$ cat src/rtl/fps_pkg.sv
// ----------------------------------------------------------------------------
// fps_pkg
// Shared constants, word types and control structs of the farthest point
// sampler.
// ----------------------------------------------------------------------------
package fps_pkg;

  localparam int MAX_POINTS  = 1024;
  localparam int MAX_SAMPLES = 64;
  localparam int COORD_W     = 16;
  localparam int IDX_W       = $clog2(MAX_POINTS);
  localparam int CNT_W       = $clog2(MAX_POINTS + 1);
  localparam int SCNT_W      = 7;
  localparam int DIFF_W      = COORD_W + 1;
  localparam int DIST_W      = 2 * COORD_W + 2;
  localparam int POINT_W     = 3 * COORD_W;
  localparam int OUT_IDX_W   = 10;

  localparam logic [DIST_W-1:0] DIST_ONES = '1;

  typedef struct packed {
    logic signed [COORD_W-1:0] coord_x;
    logic signed [COORD_W-1:0] coord_y;
    logic signed [COORD_W-1:0] coord_z;
    logic                      last_point;
  } in_word_t;

  typedef struct packed {
    logic [OUT_IDX_W-1:0] sample_index;
    logic                 last_sample;
  } out_word_t;

  typedef struct packed {
    logic signed [COORD_W-1:0] x;
    logic signed [COORD_W-1:0] y;
    logic signed [COORD_W-1:0] z;
  } point_t;

  typedef enum logic [2:0] {
    ST_LOAD,
    ST_EMIT,
    ST_REF,
    ST_SWEEP,
    ST_WAIT
  } state_t;

  // read issued to both stores this cycle
  typedef struct packed {
    logic             valid;
    logic             last;
    logic             first;
    logic             ref_rd;
    logic [IDX_W-1:0] idx;
  } sweep_ctl_t;

  typedef struct packed {
    logic              en;
    logic [IDX_W-1:0]  addr;
    logic [DIST_W-1:0] data;
  } dist_wr_t;

  typedef struct packed {
    logic             done;
    logic [IDX_W-1:0] best;
  } sweep_res_t;

endpackage

$ cat src/rtl/fps_sweep.sv
// ----------------------------------------------------------------------------
// fps_sweep
// Distance pipeline: difference, square, sum and minimum update, then a
// running maximum over the updated minima.
// ----------------------------------------------------------------------------
module fps_sweep (
  input  logic                   clk,
  input  logic                   rst,
  input  fps_pkg::sweep_ctl_t    ctl,
  input  fps_pkg::point_t        coord_rdata,
  input  logic [fps_pkg::DIST_W-1:0] dist_rdata,
  output fps_pkg::dist_wr_t      dist_wr,
  output fps_pkg::sweep_res_t    res
);

  fps_pkg::sweep_ctl_t s0;
  fps_pkg::point_t     ref_pt;

  logic                               s1_v, s1_last;
  logic [fps_pkg::IDX_W-1:0]          s1_idx;
  logic signed [fps_pkg::DIFF_W-1:0]  s1_dx, s1_dy, s1_dz;
  logic [fps_pkg::DIST_W-1:0]         s1_old;

  logic                               s2_v, s2_last;
  logic [fps_pkg::IDX_W-1:0]          s2_idx;
  logic [fps_pkg::DIST_W-1:0]         s2_sqx, s2_sqy, s2_sqz, s2_old;

  logic                               s3_v, s3_last;
  logic [fps_pkg::IDX_W-1:0]          s3_idx;
  logic [fps_pkg::DIST_W-1:0]         s3_min;

  logic [fps_pkg::DIST_W-1:0]         best_d;
  logic [fps_pkg::IDX_W-1:0]          best_idx;
  logic                               done;

  logic signed [fps_pkg::DIST_W-1:0]  ex, ey, ez;
  logic [fps_pkg::DIST_W-1:0]         sum;
  logic                               take;

  assign ex = {{(fps_pkg::DIST_W - fps_pkg::DIFF_W){s1_dx[fps_pkg::DIFF_W-1]}}, s1_dx};
  assign ey = {{(fps_pkg::DIST_W - fps_pkg::DIFF_W){s1_dy[fps_pkg::DIFF_W-1]}}, s1_dy};
  assign ez = {{(fps_pkg::DIST_W - fps_pkg::DIFF_W){s1_dz[fps_pkg::DIFF_W-1]}}, s1_dz};

  // the sum of three squares never reaches all ones
  assign sum = s2_sqx + s2_sqy + s2_sqz;

  assign dist_wr.en   = s2_v;
  assign dist_wr.addr = s2_idx;
  assign dist_wr.data = (sum < s2_old) ? sum : s2_old;

  // entry zero opens every sweep, so it seeds the maximum
  assign take = (s3_idx == '0) || (s3_min > best_d);

  assign res.done = done;
  assign res.best = best_idx;

  always_ff @(posedge clk) begin
    if (rst) begin
      s0.valid  <= 1'b0;
      s0.ref_rd <= 1'b0;
      s1_v      <= 1'b0;
      s2_v      <= 1'b0;
      s3_v      <= 1'b0;
      done      <= 1'b0;
    end else begin
      s0.valid  <= ctl.valid;
      s0.ref_rd <= ctl.ref_rd;
      s1_v      <= s0.valid;
      s2_v      <= s1_v;
      s3_v      <= s2_v;
      done      <= s3_v && s3_last;
    end
    s0.last  <= ctl.last;
    s0.first <= ctl.first;
    s0.idx   <= ctl.idx;

    if (s0.ref_rd) begin
      ref_pt <= coord_rdata;
    end

    s1_last <= s0.last;
    s1_idx  <= s0.idx;
    s1_dx   <= {coord_rdata.x[fps_pkg::COORD_W-1], coord_rdata.x}
             - {ref_pt.x[fps_pkg::COORD_W-1], ref_pt.x};
    s1_dy   <= {coord_rdata.y[fps_pkg::COORD_W-1], coord_rdata.y}
             - {ref_pt.y[fps_pkg::COORD_W-1], ref_pt.y};
    s1_dz   <= {coord_rdata.z[fps_pkg::COORD_W-1], coord_rdata.z}
             - {ref_pt.z[fps_pkg::COORD_W-1], ref_pt.z};
    // first sweep of a cloud: the store still holds stale minima
    s1_old  <= s0.first ? fps_pkg::DIST_ONES : dist_rdata;

    s2_last <= s1_last;
    s2_idx  <= s1_idx;
    s2_sqx  <= ex * ex;
    s2_sqy  <= ey * ey;
    s2_sqz  <= ez * ez;
    s2_old  <= s1_old;

    s3_last <= s2_last;
    s3_idx  <= s2_idx;
    s3_min  <= dist_wr.data;

    if (s3_v && take) begin
      best_d   <= s3_min;
      best_idx <= s3_idx;
    end
  end

endmodule

$ cat config.mk
export PLATFORM = sky130hd
export DESIGN_NAME = fps_sweep
export DESIGN_NICKNAME = d
export VERILOG_FILES = /design/src/rtl/fps_pkg.sv /design/src/rtl/fps_sweep.sv
export SDC_FILE = /design/constraint.sdc
export NUM_CORES = 2
export LEC_CHECK = 0
export BUFFER_PORTS_ARGS = -buffer_cell sky130_fd_sc_hd__buf_4
export CAP_MARGIN = 40
export CORE_ASPECT_RATIO = 0.9
export CORE_MARGIN = 4
export CORE_UTILIZATION = 25
export DETAILED_ROUTE_END_ITERATION = 7
export GPL_ROUTABILITY_DRIVEN = 0
export PLACE_DENSITY = 0.47
export SLEW_MARGIN = 30
export SYNTH_ARGS = -nofsm -noshare
export SYNTH_HDL_FRONTEND = slang
export SYNTH_SLANG_ARGS = --single-unit
$ cat constraint.sdc
create_clock -name clk -period 7.5 [get_ports clk]
set_clock_uncertainty 0.1 [all_clocks]
set_input_delay 0.75 -clock clk [delete_from_list [all_inputs] [get_ports clk]]
set_output_delay 0.75 -clock clk [all_outputs]
set_load 0.005 [all_outputs]
* Word level (Yosys, flattened, before mapping)
Index checks and enable logic that the tools add are counted.
** Word-level totals
- Register bits after elaboration :: 398
- Output and inout port bits :: 56
- Word-level logic and storage cells :: 44
** Operators by class
- Add/subtract/negate cells :: 5
- $mul :: 3
- $lt $le $gt $ge :: 2
- Multiplexer cells :: 1
- Reductions and logical operators :: 4
** Operator list (number)
- multiplier 17 x 17 -> 34 bit :: 3
- adder 34 bit :: 2
- subtractor 16 x 16 -> 17 bit :: 3
- > comparator 34 bit :: 1
- < comparator 34 bit :: 1
- two-way mux 34 bit :: 1
- logical NOT 10 bit :: 1
- logical AND 1 bit :: 2
- logical OR 1 bit :: 1

* Logic depth before layout (Yosys ltp)
- Depth after elaboration :: 4
- Gate-level depth with buffers :: 25
- Depth with buffers taken out :: 24

* Worst setup path after synthesis
OpenSTA, ideal clock, no wires.
- Path kind :: flip-flop to flip-flop
- Start point :: reg s1_dx[16] (netlist bit)
- End point :: reg s2_sqx[32] (netlist bit)
- Library setup time :: 62 ps
- Arrival time :: 6407 ps
- Setup slack :: 931 ps
- Stages on the path, launching flop included :: 22
- Clock period less this slack :: 6569 ps
- Cell sequence :: dfxtp_1 > clkbuf_1 > clkbuf_1 > nand2_1 > fa_1 > inv_1 > fa_1 > fa_1 > fa_1 > fa_1 > inv_1 > fa_1 > inv_1 > ha_1 > a21o_1 > a21o_1 > a21o_1 > or3_1 > a21oi_2 > nor3b_1 > or4_1 > nand3_1
** Between the ends
- Cells in the longest elaborated chain, start to end :: 1
** RTL lines
- from (decl) :: line fps_sweep.sv:21 : logic signed [fps_pkg::DIFF_W-1:0] s1_dx, s1_dy, s1_dz;
- from (signal assigned) :: line fps_sweep.sv:83 : s1_dx <= {coord_rdata.x[fps_pkg::COORD_W-1], coord_rdata.x}
- multiplier 17 x 17 -> 34 bit :: line fps_sweep.sv:94 : s2_sqx <= ex * ex;
- to (signal assigned) :: line fps_sweep.sv:94
- to (decl) :: line fps_sweep.sv:26 : logic [fps_pkg::DIST_W-1:0] s2_sqx, s2_sqy, s2_sqz, s2_old;
Every way passes these cells.
A chain may end at the register's enable or synchronous reset.

==> impl_metrics.toml <==
[finish]
fin_nets = 6053
drive_gt1_frac = 0.0839
area_growth_pct = 13.9
fillers = 19000

[cts]
cts_sinks = 395
cts_made_buffers = 52
post_cts_buffers = 0
hold_buffers = 0
cts.repair.resized = 0
root_buffer = "clkbuf_16"
path_clk_slew_ns = 0.06
clk_latency_ns = 0.65
cts_tree = "built"
h-tree-depth = 2
cts.path.max_buffers = 3

[sta]
finalHoldViolations = 0
setup-tns-final_ns = 0
finalCriticalPeriod_ns = 7.06
relSlewSlack = 0.466
report.final.slew_viol_count = 0
final.period_utilization = 0.941
worst_pin_slew_ns = 0.800
setup_viol = 0
clock.fmax_ghz = 0.142
rsz0062_at_grt = "false"

[critical_path]
cp-startpoint = "s2_sqx[3]"
critPathMaxFanout = 14
crit_path_start_kind = "register"
crit_required_ns = 6.65
cpMostUsedCell = "buf_4"
r2r_end = "s2_sqz[32]"
crit_path_cell_trace = "fa_1 -> ha_1 -> a21oi_1 -> o21bai_1 -> a2111o_1 -> a31oi_2 -> a31oi_1 -> o21a_1 -> nor2_1 -> xnor2_1 -> ha_1 -> o21ai_0 -> a21oi_1 -> o21a_1 -> o21ai_0 -> o311ai_1 -> buf_4 -> a221o_2 -> buf_4 -> mux2_1 -> buf_4"
reg2regPathDepth = 24
r2r_slack_ns = 0.50
r2r_start = "s1_dz[4]"
worst-setup-path-type = "register to output port"
crit_path_top_delay_cell = "a221o_2"
endpoint = "dist_wr[24]"
critPathArrivalTime_ns = 6.21
endpoint_kind = "output port"
max_stage_delay_ns = 0.55

[floorplanning]
core_um2 = 179000
io_pins = 154
initial_core_util = 0.253
num_rows = 147
die_x_um = 456
die_area_um2 = 188000
die_h_um = 411

[detailed_routing]
viasPerCell = 4.11
drtIter0Drc = 1328
vias = 29300
wire_per_inst_um = 15.4
wirelength_mm = 110
detail_route.first_pass.iterations = 5
route.detailed.drc = 0
final_antenna_net_count = 0

[worst_hold_path]
worstHoldPathType = "input pin to register"
min_path_cells = 1

[synth]
ys_warn_count = 0
synth-seq-cells = 395
seq_area_frac_synth = 0.195
syn-cell-area_um2 = 45200
ys.flop_type = "dfxtp_1"
syn_avg_cell_area_um2 = 10.1
yosysUniqueCellTypes = 66
synth-async-reset-ratio = 0
synth_edf_count = 92
syn_inst = 4490

[global_routing]
grt_usage = 0.120
grt.overflow.total = 0
antenna_found_initial = 4
grt_pass1_vias = 31800
grt_max_degree = 45
grt_pass1_wl_mm = 178

[place]
dp_hpwl_mm = 95.1
io_buffers = 153

[status]
outcome = "finished, final reports clean"

[flow_run]
max_cap_viol_count = 0
per-stage QoR:
stage	std cells	instance area (um2)	setup slack (ns)	hold slack, ns	utilization
after floorplan	4491	45200	0.931	0.210	-
after global placement	7028	49700	0.361	0.210	0.278
after detailed placement	7029	49700	0.237	0.212	0.278
after CTS	7127	51500	0.0899	0.0326	0.288
after global routing	7128	51500	0.0133	0.0500	0.288
final	7129	51500	0.445	0.0989	0.288
layout make-up:
type	count	area [um2]	area share
diodes	1	2.50	0.0000486
clock buffers	61	1370	0.0265
clock inverters	37	404	0.00785
inverters	1138	4270	0.0830
multi-input cells	2871	31800	0.618
flip-flops and latches	395	8830	0.172
well taps	2384	2980	0.0580
repair buffers	242	1830	0.0355
synthesized netlist by cell type, types with 24 or more instances:
cell	instances	area [um2]
a21o_1	70	526
a21oi_1	114	571
and2_1	169	1060
clkbuf_1	84	315
dfxtp_1	303	6070
edfxtp_1	92	2760
fa_1	833	16700
ha_1	422	5280
inv_1	1136	4260
mux2_1	30	338
nand2_1	305	1140
nand2b_1	34	213
nand3_1	40	200
nor2_1	133	499
nor2b_1	75	469
nor3_1	49	245
o21ai_0	51	255
o21ai_1	24	120
or2_2	41	257
xnor2_1	153	1340
xor2_1	43	377
sequential cells by signal (all words and copies together), names as in the netlist, 10 cells and up:
name / count
s2_old: 34
best_d: 34
s3_idx: 10
s1_dx: 17
s1_old: 34
s2_idx: 10
best_idx: 10
s0: 14
s1_idx: 10
s1_dy: 17
ref_pt: 48
s3_min: 34
s2_sqz: 33
s2_sqy: 33
s1_dz: 17
s2_sqx: 33
layer usage:
layer,vias up,global-route usage,share of wire
met5,-,0,0
met4,0,0.0223,0.016
met3,72,0.0136,0.034
met2,392,0.200,0.47
met1,14600,0.170,0.48
li1,14200,-,-
cells in the final DEF, fill, tap and decap left out, types with 41 or more instances in the layout:
master and n:
a21o_1 70, a21oi_1 114, and2_1 169, buf_4 240
clkbuf_16 52, dfxtp_1 299, edfxtp_1 92, fa_1 833
ha_1 422, inv_1 1136, nand2_1 305, nor2_1 133
nor2b_1 75, nor3_1 49, o21ai_0 51, or2_2 41
xnor2_1 153, xor2_1 43
worst min path at each step:
stage	slack, ns	start	end
final	0.1	ctl[12]	s0[12]
after global placement	0.21	s1_idx[7]	s2_idx[7]
after floorplan	0.21	s0[0]	s1_idx[0]
after detailed placement	0.21	s1_old[14]	s2_old[14]
after CTS	0.03	ctl[11]	s0[11]
after global routing	0.05	ctl[1]	s0[1]
logic make-up after synthesis:
logic type / count (synthesis) / synth area share
compound gates: 446 / 0.0663
fa+ha+maj: 1255 / 0.486
mux: 39 / 0.00950
xor+xnor: 196 / 0.0380
simple gates: 932 / 0.103
buf+inv: 1225 / 0.102
flops: 395 / 0.195
other cells: 2 / 0.000166
critical path, delay by kind of cell, from the launching register on:
family	cells	cell delay (ns)
xor gates and xnor gates	1	0.21
AOI/OAI and AO/OA	12	2.84
adders and majority gates	3	1.07
muxes	1	0.41
buffers and inverters	3	0.59
DFF	1	0.32
and+or+nand+nor	1	0.11
Power is not shown: default switching activity piles up to over one toggle a cycle in this logic, so the estimate is an artifact.
